<file path="src/design/fidd_pkg.sv">
// Shared types and constants of the free-fall, impact and drop detector.
package fidd_pkg;

  localparam int unsigned CFG_IDX_W = 3;
  localparam int unsigned CFG_W     = 16;

  localparam logic [CFG_IDX_W-1:0] REG_FF_THR   = 3'd0;
  localparam logic [CFG_IDX_W-1:0] REG_FF_MIN   = 3'd1;
  localparam logic [CFG_IDX_W-1:0] REG_IMP_WIN  = 3'd2;
  localparam logic [CFG_IDX_W-1:0] REG_IMP_THR  = 3'd3;
  localparam logic [CFG_IDX_W-1:0] REG_HOLDOFF  = 3'd4;

  localparam logic [CFG_W-1:0] FF_THR_RST   = 16'd350;
  localparam logic [CFG_W-1:0] FF_MIN_RST   = 16'd100;
  localparam logic [CFG_W-1:0] IMP_WIN_RST  = 16'd500;
  localparam logic [CFG_W-1:0] IMP_THR_RST  = 16'd2500;
  localparam logic [CFG_W-1:0] HOLDOFF_RST  = 16'd3000;

  localparam logic [15:0] MAG_MAX      = 16'hFFFF;
  localparam logic [12:0] DIV_RECIP    = 13'd5243;
  localparam int unsigned DIV_SHIFT    = 19;
  localparam logic [15:0] TENTHS_SAT   = 16'd25600;
  localparam logic [7:0]  TENTHS_MAX   = 8'd255;

  localparam int unsigned ROOT_STEPS = 16;

  typedef struct packed {
    logic       load;
    logic       sq_en;
    logic [1:0] sq_sel;
    logic       acc_en;
    logic       root_init;
    logic       root_step;
    logic       track;
    logic       rule1;
    logic       rule2;
    logic       emit;
  } cmd_t;

  typedef struct packed {
    logic block_end;
    logic free_fall;
    logic rule2_stop;
    logic held;
    logic out_free;
  } sts_t;

endpackage

</file>
<file path="src/design/freefall_impact_drop_detector.sv">
// Top level of the free-fall, impact and drop detector.
// A drop result becomes valid after its block-end item is accepted and goes through the steps
// (4 squaring, 16 root steps, 1 tracking, 3 rule states), later while the output is stalled.
// A new item is taken only in idle, after the last has left the 16-step square-root unit or,
// for a block end, the rule states; a drop waits in the last rule state till the output is free.
// Reset is asynchronous, active low; it restores register defaults, clears control and rule state.
module freefall_impact_drop_detector (
  input  logic                             clk_i,
  input  logic                             rst_ni,
  input  logic                             in_valid_i,
  output logic                             in_stall_o,
  input  logic signed [15:0]               accel_x_i,
  input  logic signed [15:0]               accel_y_i,
  input  logic signed [15:0]               accel_z_i,
  input  logic                             block_end_i,
  input  logic [31:0]                      now_ms_i,
  input  logic                             cfg_we_i,
  input  logic [fidd_pkg::CFG_IDX_W-1:0]   cfg_index_i,
  input  logic [fidd_pkg::CFG_W-1:0]       cfg_data_i,
  output logic                             out_valid_o,
  input  logic                             out_stall_i,
  output logic [7:0]                       impact_tenths_g_o
);
  import fidd_pkg::*;

  cmd_t cmd;
  sts_t sts;

  fidd_ctrl u_ctrl (
    .clk_i      (clk_i),
    .rst_ni     (rst_ni),
    .in_valid_i (in_valid_i),
    .in_stall_o (in_stall_o),
    .cmd_o      (cmd),
    .sts_i      (sts)
  );

  fidd_dp u_dp (
    .clk_i             (clk_i),
    .rst_ni            (rst_ni),
    .cmd_i             (cmd),
    .sts_o             (sts),
    .accel_x_i         (accel_x_i),
    .accel_y_i         (accel_y_i),
    .accel_z_i         (accel_z_i),
    .block_end_i       (block_end_i),
    .now_ms_i          (now_ms_i),
    .cfg_we_i          (cfg_we_i),
    .cfg_index_i       (cfg_index_i),
    .cfg_data_i        (cfg_data_i),
    .out_valid_o       (out_valid_o),
    .out_stall_i       (out_stall_i),
    .impact_tenths_g_o (impact_tenths_g_o)
  );

endmodule

</file>
<file path="src/design/fidd_dp.sv">
// Datapath: squares, square root, block trackers, drop rule state and result register.
module fidd_dp (
  input  logic                             clk_i,
  input  logic                             rst_ni,
  input  fidd_pkg::cmd_t                   cmd_i,
  output fidd_pkg::sts_t                   sts_o,
  input  logic signed [15:0]               accel_x_i,
  input  logic signed [15:0]               accel_y_i,
  input  logic signed [15:0]               accel_z_i,
  input  logic                             block_end_i,
  input  logic [31:0]                      now_ms_i,
  input  logic                             cfg_we_i,
  input  logic [fidd_pkg::CFG_IDX_W-1:0]   cfg_index_i,
  input  logic [fidd_pkg::CFG_W-1:0]       cfg_data_i,
  output logic                             out_valid_o,
  input  logic                             out_stall_i,
  output logic [7:0]                       impact_tenths_g_o
);
  import fidd_pkg::*;

  logic [CFG_W-1:0] ff_thr_q, ff_min_q, imp_win_q, imp_thr_q, holdoff_q;

  logic signed [15:0] x_q, y_q, z_q;
  logic               end_q;
  logic [31:0]        now_q;

  logic signed [15:0] sq_op;
  logic signed [31:0] sq_full;
  logic [30:0]        prod_q;
  logic [31:0]        acc_q;

  logic [31:0] v_q;
  logic [19:0] rem_q;
  logic [18:0] racc_q;
  logic [18:0] racc_s;
  logic [19:0] rem_s;
  logic [15:0] mag;

  logic [15:0] min_q, max_q, new_min, new_max;
  logic [15:0] lo_q, hi_q;
  logic [28:0] div_q;

  logic        falling_q;
  logic [31:0] fst_q, fet_q, ldt_q;
  logic [31:0] el_start, el_end, el_drop;

  logic       out_valid_q;
  logic [7:0] out_data_q;

  always_ff @(posedge clk_i or negedge rst_ni) begin
    if (!rst_ni) begin
      ff_thr_q  <= FF_THR_RST;
      ff_min_q  <= FF_MIN_RST;
      imp_win_q <= IMP_WIN_RST;
      imp_thr_q <= IMP_THR_RST;
      holdoff_q <= HOLDOFF_RST;
    end else if (cfg_we_i) begin
      case (cfg_index_i)
        REG_FF_THR:  ff_thr_q  <= cfg_data_i;
        REG_FF_MIN:  ff_min_q  <= cfg_data_i;
        REG_IMP_WIN: imp_win_q <= cfg_data_i;
        REG_IMP_THR: imp_thr_q <= cfg_data_i;
        REG_HOLDOFF: holdoff_q <= cfg_data_i;
        default: ;
      endcase
    end
  end

  always_comb begin
    case (cmd_i.sq_sel)
      2'd0:    sq_op = x_q;
      2'd1:    sq_op = y_q;
      default: sq_op = z_q;
    endcase
  end
  assign sq_full = sq_op * sq_op;

  assign racc_s = {racc_q[17:0], 1'b0};
  assign rem_s  = {rem_q[17:0], v_q[31:30]};
  assign mag    = (|racc_q[18:17]) ? MAG_MAX : racc_q[16:1];

  assign new_min = (mag < min_q) ? mag : min_q;
  assign new_max = (mag > max_q) ? mag : max_q;

  assign el_start = now_q - fst_q;
  assign el_end   = now_q - fet_q;
  assign el_drop  = now_q - ldt_q;

  always_ff @(posedge clk_i) begin
    if (cmd_i.load) begin
      x_q   <= accel_x_i;
      y_q   <= accel_y_i;
      z_q   <= accel_z_i;
      end_q <= block_end_i;
      now_q <= now_ms_i;
      acc_q <= '0;
    end else if (cmd_i.acc_en) begin
      acc_q <= acc_q + {1'b0, prod_q};
    end
    if (cmd_i.sq_en) begin
      prod_q <= sq_full[30:0];
    end
    if (cmd_i.root_init) begin
      v_q    <= acc_q + {1'b0, prod_q};
      rem_q  <= '0;
      racc_q <= '0;
    end else if (cmd_i.root_step) begin
      v_q <= {v_q[29:0], 2'b00};
      if (racc_s < 19'(rem_s)) begin
        rem_q  <= rem_s - {1'b0, racc_s | 19'd1};
        racc_q <= racc_s + 19'd2;
      end else begin
        rem_q  <= rem_s;
        racc_q <= racc_s;
      end
    end
    if (cmd_i.track && end_q) begin
      lo_q <= new_min;
      hi_q <= new_max;
    end
    if (cmd_i.rule2) begin
      div_q <= 29'(hi_q) * 29'(DIV_RECIP);
    end
    if (cmd_i.emit) begin
      out_data_q <= (hi_q >= TENTHS_SAT) ? TENTHS_MAX : div_q[DIV_SHIFT+7:DIV_SHIFT];
    end
  end

  always_ff @(posedge clk_i or negedge rst_ni) begin
    if (!rst_ni) begin
      min_q <= MAG_MAX;
      max_q <= '0;
    end else if (cmd_i.track) begin
      if (end_q) begin
        min_q <= MAG_MAX;
        max_q <= '0;
      end else begin
        min_q <= new_min;
        max_q <= new_max;
      end
    end
  end

  always_ff @(posedge clk_i or negedge rst_ni) begin
    if (!rst_ni) begin
      falling_q <= 1'b0;
      fst_q     <= '0;
      fet_q     <= '0;
      ldt_q     <= '0;
    end else begin
      if (cmd_i.rule1) begin
        if (lo_q < ff_thr_q) begin
          if (!falling_q) begin
            falling_q <= 1'b1;
            fst_q     <= now_q;
          end
        end else if (falling_q) begin
          falling_q <= 1'b0;
          fet_q     <= (el_start >= 32'(ff_min_q)) ? now_q : '0;
        end
      end
      if (cmd_i.rule2 && fet_q != '0 && el_end > 32'(imp_win_q)) begin
        fet_q <= '0;
      end
      if (cmd_i.emit) begin
        ldt_q <= now_q;
        fet_q <= '0;
      end
    end
  end

  always_ff @(posedge clk_i or negedge rst_ni) begin
    if (!rst_ni) begin
      out_valid_q <= 1'b0;
    end else if (cmd_i.emit) begin
      out_valid_q <= 1'b1;
    end else if (!out_stall_i) begin
      out_valid_q <= 1'b0;
    end
  end

  assign sts_o.block_end  = end_q;
  assign sts_o.free_fall  = lo_q < ff_thr_q;
  assign sts_o.rule2_stop = (fet_q == '0) || (el_end > 32'(imp_win_q)) || (hi_q < imp_thr_q);
  assign sts_o.held       = (ldt_q != '0) && (el_drop < 32'(holdoff_q));
  assign sts_o.out_free   = !out_valid_q || !out_stall_i;

  assign out_valid_o       = out_valid_q;
  assign impact_tenths_g_o = out_data_q;

endmodule

</file>
<file path="src/design/fidd_ctrl.sv">
// Controller: sequences squaring, root steps, tracking and the drop rule for each item.
module fidd_ctrl (
  input  logic           clk_i,
  input  logic           rst_ni,
  input  logic           in_valid_i,
  output logic           in_stall_o,
  output fidd_pkg::cmd_t cmd_o,
  input  fidd_pkg::sts_t sts_i
);
  import fidd_pkg::*;

  localparam logic [2:0] S_IDLE  = 3'd0;
  localparam logic [2:0] S_SQ    = 3'd1;
  localparam logic [2:0] S_ROOT  = 3'd2;
  localparam logic [2:0] S_TRACK = 3'd3;
  localparam logic [2:0] S_RULE1 = 3'd4;
  localparam logic [2:0] S_RULE2 = 3'd5;
  localparam logic [2:0] S_RULE3 = 3'd6;

  localparam logic [3:0] CNT_LAST = 4'(ROOT_STEPS - 1);
  localparam logic [3:0] SQ_LAST  = 4'd3;

  logic [2:0] state_q, state_d;
  logic [3:0] cnt_q, cnt_d;

  always_ff @(posedge clk_i or negedge rst_ni) begin
    if (!rst_ni) begin
      state_q <= S_IDLE;
      cnt_q   <= '0;
    end else begin
      state_q <= state_d;
      cnt_q   <= cnt_d;
    end
  end

  always_comb begin
    state_d    = state_q;
    cnt_d      = cnt_q;
    cmd_o      = '0;
    in_stall_o = 1'b1;
    case (state_q)
      S_IDLE: begin
        in_stall_o = 1'b0;
        if (in_valid_i) begin
          cmd_o.load = 1'b1;
          cnt_d      = '0;
          state_d    = S_SQ;
        end
      end
      S_SQ: begin
        cmd_o.sq_sel = cnt_q[1:0];
        cmd_o.sq_en  = (cnt_q != SQ_LAST);
        cmd_o.acc_en = (cnt_q != '0) && (cnt_q != SQ_LAST);
        cnt_d        = cnt_q + 4'd1;
        if (cnt_q == SQ_LAST) begin
          cmd_o.root_init = 1'b1;
          cnt_d           = '0;
          state_d         = S_ROOT;
        end
      end
      S_ROOT: begin
        cmd_o.root_step = 1'b1;
        cnt_d           = cnt_q + 4'd1;
        if (cnt_q == CNT_LAST) begin
          cnt_d   = '0;
          state_d = S_TRACK;
        end
      end
      S_TRACK: begin
        cmd_o.track = 1'b1;
        state_d     = sts_i.block_end ? S_RULE1 : S_IDLE;
      end
      S_RULE1: begin
        cmd_o.rule1 = 1'b1;
        state_d     = sts_i.free_fall ? S_IDLE : S_RULE2;
      end
      S_RULE2: begin
        cmd_o.rule2 = 1'b1;
        state_d     = sts_i.rule2_stop ? S_IDLE : S_RULE3;
      end
      S_RULE3: begin
        if (sts_i.held) begin
          state_d = S_IDLE;
        end else if (sts_i.out_free) begin
          cmd_o.emit = 1'b1;
          state_d    = S_IDLE;
        end
      end
      default: begin
        state_d = S_IDLE;
      end
    endcase
  end

`ifndef SYNTHESIS
  a_accept_starts: assert property (@(posedge clk_i) disable iff (!rst_ni)
    (in_valid_i && !in_stall_o) |=> (state_q == S_SQ && cnt_q == '0))
    else $error("accepted item did not start squaring");

  a_emit_free: assert property (@(posedge clk_i) disable iff (!rst_ni)
    cmd_o.emit |-> (sts_i.out_free && !sts_i.held && state_q == S_RULE3))
    else $error("result emitted into a busy output register");

  a_root_done: assert property (@(posedge clk_i) disable iff (!rst_ni)
    (state_q == S_ROOT && cnt_q == CNT_LAST) |=> (state_q == S_TRACK))
    else $error("root iterations did not end in tracking");

  a_rule_needs_end: assert property (@(posedge clk_i) disable iff (!rst_ni)
    (state_q == S_RULE1) |-> $past(state_q == S_TRACK && sts_i.block_end))
    else $error("drop rule ran without a block end");
`endif

endmodule
</file>
<file path="config.mk">
export PLATFORM = sky130hd
export DESIGN_NAME = freefall_impact_drop_detector
export DESIGN_NICKNAME = d
export VERILOG_FILES = /design/src/design/fidd_pkg.sv /design/src/design/freefall_impact_drop_detector.sv /design/src/design/fidd_dp.sv /design/src/design/fidd_ctrl.sv
export SDC_FILE = /design/constraint.sdc
export NUM_CORES = 2
export LEC_CHECK = 0
export BUFFER_PORTS_ARGS = -buffer_cell sky130_fd_sc_hd__buf_2
export CAP_MARGIN = 20
export CORE_AREA = 2 2 323 325
export DETAILED_ROUTE_END_ITERATION = 7
export DIE_AREA = 0 0 325 327
export PLACE_DENSITY = 0.64
export SYNTH_ARGS = -nofsm -noshare
export SYNTH_HDL_FRONTEND = slang
export SYNTH_SLANG_ARGS = --single-unit
</file>
<file path="constraint.sdc">
create_clock -name clk_i -period 7.64 [get_ports clk_i]
set_clock_uncertainty 0.2 [all_clocks]
set_input_delay 0.764 -clock clk_i [delete_from_list [all_inputs] [get_ports clk_i]]
set_output_delay 0.764 -clock clk_i [all_outputs]
set_load 0.05 [all_outputs]
</file>
After elaboration in Yosys (flattened, before gate mapping):

Index checks and enable logic that the tools add are counted.
W data, S select, Z words.

* flip-flop bits (word level): 496
* input bits: 105
* output and inout bits: 10
* logic and storage cells: 142

* add/sub/neg operators: 7
* multipliers: 2
* magnitude comparators: 9
* eq/ne operators: 20
* multiplexer cells: 44
* bitwise operators: 1
* reduce and logical (&&, ||, !) cells: 31

Operator list (number)
* $mux W32: 8
* $sub A32 B32 Y32: 3
* $mux W16: 5
* $reduce_bool A32 Y1: 2
* $lt A16 B16 Y1: 3
* $add A32 B31 Y32: 1
* $ge A32 B16 Y1: 1
* $gt A32 B16 Y1: 1
* $logic_not A32 Y1: 1
* $lt A32 B16 Y1: 1
* $pmux W16 S2: 1
* $mul A16 B16 Y31: 1
* $mul A16 B13 Y27 const B: 1
* $mux W3: 8
* $pmux W3 S7: 1
* $add A19 B2 Y19 const B: 1
* $lt A19 B19 Y1: 1
* $mux W19: 1
* $mux W17: 1
* $sub A17 B17 Y17: 1
* $ge A16 B15 Y1 const B: 1
* $gt A16 B16 Y1: 1
* $mux W1: 14
* $eq A3 B2 Y1 const B: 4
* other kinds (27): 51

Longest topological paths before layout:

* depth after elaboration: 8
* depth in mapped cells: 33

By module:

Synthesis repeated with hierarchy kept, for this count alone.

* cells, all modules: 4309
* area, all modules: 40971.8 um^2

Modules (own cells, without submodules)
* fidd_dp: times used 1, cells an instance 4240, area an instance 40347.4 um^2, sequential area each 12385.6 um^2
* fidd_ctrl: times used 1, cells an instance 69, area an instance 624.3 um^2, sequential area each 175.2 um^2

Least setup slack after synthesis:

Ideal clock, no wire load.

* kind: reg-to-reg
* start point: reg u_ctrl.state_q[0]
* end point: reg u_dp.prod_q[30] (data pin)
* library setup time: 259 ps
* arrival: 7640 ps
* path slack: -459 ps
* stages on the path, launching flop included: 29
* path buffers: 1
* clock period less this slack: 8099 ps
* path through: dfrtp_1 nor2b_1 nor2b_1 clkbuf_1 and3_1 a21oi_1 nor2_1 a221oi_1 clkinv_1 nand2_1 fa_1 inv_1 fa_1 fa_1 fa_1 fa_1 inv_1 fa_1 inv_1 ha_1 a21o_1 a21o_1 a21oi_1 nand2_1 o21ai_0 nor2_1 a2111oi_0 a21oi_1 xnor2_1

* longest elaborated chain between the ends: 5
* elaborated cells on any way between the ends: 6
* classes of those cells: mul (1); eq/ne (2); mux (2); reduce/logical (1)

Ends and longest elaborated chain
* start: declaration: line fidd_ctrl.sv:23 `logic [2:0] state_q, state_d;`
* start signal: assignment: line fidd_ctrl.sv:31 `state_q <= state_d;`
* $eq A3 B1 Y1 (*): line fidd_ctrl.sv:41 `case (state_q)`
* $mux W5 (*): line fidd_ctrl.sv:41
* $eq A2 B1 Y1 / $logic_not A2 Y1 (equally long branches): line fidd_dp.sv:70 `case (cmd_i.sq_sel)`
* $pmux W16 S2 (*): line fidd_dp.sv:70
* $mul A16 B16 Y31 (*): line fidd_dp.sv:76 `assign sq_full = sq_op * sq_op;`
* via u_dp.sq_full[30]: line fidd_dp.sv:28 `logic signed [31:0] sq_full;`
* end signal: assignment: line fidd_dp.sv:101 `prod_q <= sq_full[30:0];`
* end: declaration: line fidd_dp.sv:29 `logic [30:0] prod_q;`

The timed path passes the listed nets; every way through them passes the cells marked *.
A chain may end at the register's enable or synchronous reset.

Final worst setup path:

* start point: reg u_ctrl.state_q[0]
* end point: reg u_dp.prod_q[29] (data pin)

The elaborated chain is that of the path after synthesis.

==> reports/metrics.yaml <==
outcome:
  run_status: "complete, no violations"
cts:
  cts_buffer_depth: 3
  clockRootBuffer: "clkbuf_16"
  clk_latency_ns: 0.63
  cts_tree: "yes"
  clkSlewWorstSetupHoldPaths_ns: 0.08
  cts_buffers: 53
  cts.sinks: 475
  cts-htree-levels: 2
route:
  num_vias: 30556
  ant_nets: 0
  drt_wl_total_um: 100000
  drt_iter0_markers: 1700
  drcViolationCount: 0
  dr.pass1.iters: 5
  via_per_inst: 5.14
  wl_per_cell_um: 16.9
grt:
  grt_first_pass_wirelength_um: 162000
  grt_max_degree: 93
  grt_pass1_vias: 30725
  antenna_found_initial: 2
  grt_overflow: 0
  grt_usage_pct: 18.7
synth:
  ys_async_sr_fraction_pct: 45.7
  synth_fp_nets: 5141
  synth_edf_count: 191
  synth.avg_cell_area_um2: 9.54
  yosysWarnings: 0
  ys_seq_area_share_pct: 30.8
  syn-cell-area_um2: 40700
  syn_inst: 4272
  synth_flop_cell: "edfxtp_1"
  ys_types: 88
  ys_ff_latch: 475
min_path:
  min_path_type: "input port to register"
cells_and_area:
  final_cell_mix: "inv_1 (727), ha_1 (450), nand2_1 (421), fa_1 (303), a21oi_1 (221)"
  layout_commonest_cell: "inv_1"
  area_delta_synth_final_pct: 13.9
  drive_gt1_share_pct: 14.5
  multi_input_area_um2: 25400
  nFillCells: 9729
  seqCellArea_um2: 12600
  fin_nets: 5387
sta:
  rsz0062_at_grt: "true"
  drv_slew: 0
  hold_viol_final: 0
  finalSetupViolCount: 0
  tightest_slew_ns: 1.02
  max_freq_mhz: 135
  slew_headroom_pct: 31.8
  finalSetupTns_ns: 0
  period_share_pct: 97.3
  period_minus_slack_ns: 7.43
worst_setup_path:
  critical_path.startpoint_type: "register"
  slowest_stage: "fa_1"
  cp_common_cell: "fa_1"
  cp_slowest_stage_delay_ns: 0.54
  critPathArrivalTime_ns: 7.59
  critPathMaxFanout: 7
  cp.required_ns: 7.80
  critical_path_class: "register to register"
  end_kind: "register"
floorplanning:
  die_x_um: 325
  coreArea_um2: 103000
  ios: 115
  die_area_um2: 106000
  row_count: 118
  start_util_pct: 39.6
  fp.dieH_um: 327
placement:
  io_buffer_count: 114
  dpl.hpwl_um: 78500
  place_congestion: 0.891
run:
  maxCapViolations: 0
==> synthesized netlist by cell type, types with 19 or more instances <==
library cell | instances | area share (%)
nor2b_1 | 23 | 0.35
and3_1 | 37 | 0.57
nand2b_1 | 25 | 0.38
fa_1 | 306 | 15
nor3_1 | 45 | 0.55
a211oi_1 | 20 | 0.37
o21ai_0 | 212 | 2.6
a21oi_1 | 234 | 2.9
o22ai_1 | 35 | 0.54
a22o_1 | 51 | 1.1
nand2_1 | 431 | 4.0
dfxtp_1 | 67 | 3.3
xnor2_1 | 98 | 2.1
nor4_1 | 28 | 0.43
ha_1 | 458 | 14
dfrtp_1 | 174 | 11
dfstp_2 | 43 | 2.8
and2_1 | 19 | 0.29
edfxtp_1 | 191 | 14
clkbuf_1 | 101 | 0.93
inv_1 | 730 | 6.7
xor2_1 | 54 | 1.2
nand4_1 | 33 | 0.51
a21o_1 | 91 | 1.7
a31oi_1 | 20 | 0.31
nor2_1 | 220 | 2.0
mux2_2 | 99 | 2.7
o21a_1 | 36 | 0.66
or3_1 | 30 | 0.46
nand3_1 | 76 | 0.93
==> sequential cells by signal, summed over array words and instances (netlist names), 17 cells and up <==
| register | cells |
|---|---|
| u_dp.acc_q | 32 |
| u_dp.fet_q | 32 |
| u_dp.fst_q | 32 |
| u_dp.ldt_q | 32 |
| u_dp.now_q | 32 |
| u_dp.prod_q | 30 |
| u_dp.racc_q | 18 |
| u_dp.rem_q | 17 |
| u_dp.v_q | 32 |
==> layer usage <==
layer	up-vias	global-route usage (%)	part of all wire, %
met5	-	0.532	0.084
met1	14791	24.9	46
met4	2	5.73	2.9
li1	14998	-	-
met3	159	2.57	4.5
met2	606	31.6	47
==> metrics by stage <==
stage | cells | instance area (um2) | utilization [%] | hold slack (ns) | setup WS, ns
finish | 5945 | 46400 | 45.1 | 0.117 | 0.206
global route | 5942 | 46400 | 45.1 | 0.0945 | -0.0595
CTS | 5926 | 45900 | 44.6 | 0.0825 | 0.00457
detailed placement | 5826 | 44000 | 42.8 | 0.254 | -0.244
global placement | 5826 | 44000 | 42.8 | 0.247 | -0.0833
floorplan | 4272 | 40800 | - | 0.236 | 0.00379
==> area by class of cell <==
cell class | instances | share of cell area, %
Multi-Input combinational cell | 2938 | 54.6
Sequential cell | 475 | 27.1
Inverter | 740 | 5.99
Timing Repair Buffer | 310 | 4.62
Tap cell | 1380 | 3.72
Clock buffer | 67 | 3.11
Clock inverter | 32 | 0.868
Antenna cell | 3 | 0.0162
==> worst max-delay path, delay by kind of cell (launching register included) <==
kind	cells	cell delay (ns)
compound gates	9	1.49
xor+xnor	1	0.09
fa+ha+maj	7	3.30
buf+inv	6	0.71
flops	1	0.38
simple gates	6	0.98
==> path summary, 6_finish.rpt <==
kind                                         from            endpoint  slack (ns)  cells past startpoint
worst max-delay path            u_ctrl.state_q[0]     u_dp.prod_q[29]        0.21                     29
worst min-delay path                 now_ms_i[26]      u_dp.now_q[26]        0.12                      1
worst max register to register  u_ctrl.state_q[0]     u_dp.prod_q[29]        0.21                     29
worst min register to register     u_dp.acc_q[10]      u_dp.acc_q[10]        0.26                      2
max in group asynchronous                  rst_ni       u_dp.max_q[2]        5.21                      3
min in group asynchronous                  rst_ni  u_dp.imp_win_q[15]        0.56                      2
==> logic make-up (layout without fill, tap and decap cells) <==
| kind of cell | count (synthesis) | count (layout) | synth area share [%] |
|---|---|---|---|
| other cells | 0 | 3 | 0 |
| flops | 475 | 475 | 30.8 |
| fa+ha+maj | 764 | 764 | 29.1 |
| xor+xnor | 152 | 152 | 3.27 |
| simple gates | 1021 | 1021 | 11.5 |
| buf+inv | 859 | 1149 | 8.06 |
| compound gates | 885 | 885 | 14.1 |
| mux | 116 | 116 | 3.15 |
==> timing repair <==
item / 4_1_cts / 5_1_grt
endpoints found under the setup margin: 3 / 12
gates resized for setup: 11 / 86
gates cloned: 0 / 1
hold buffers: 1 / 0
pin swaps: 2 / 40
hold endpoints to repair: 26 / 0
setup buffers: 0 / 13
Power is not shown: default switching activity piles up to over one toggle a cycle in this logic, so the estimate is an artifact.
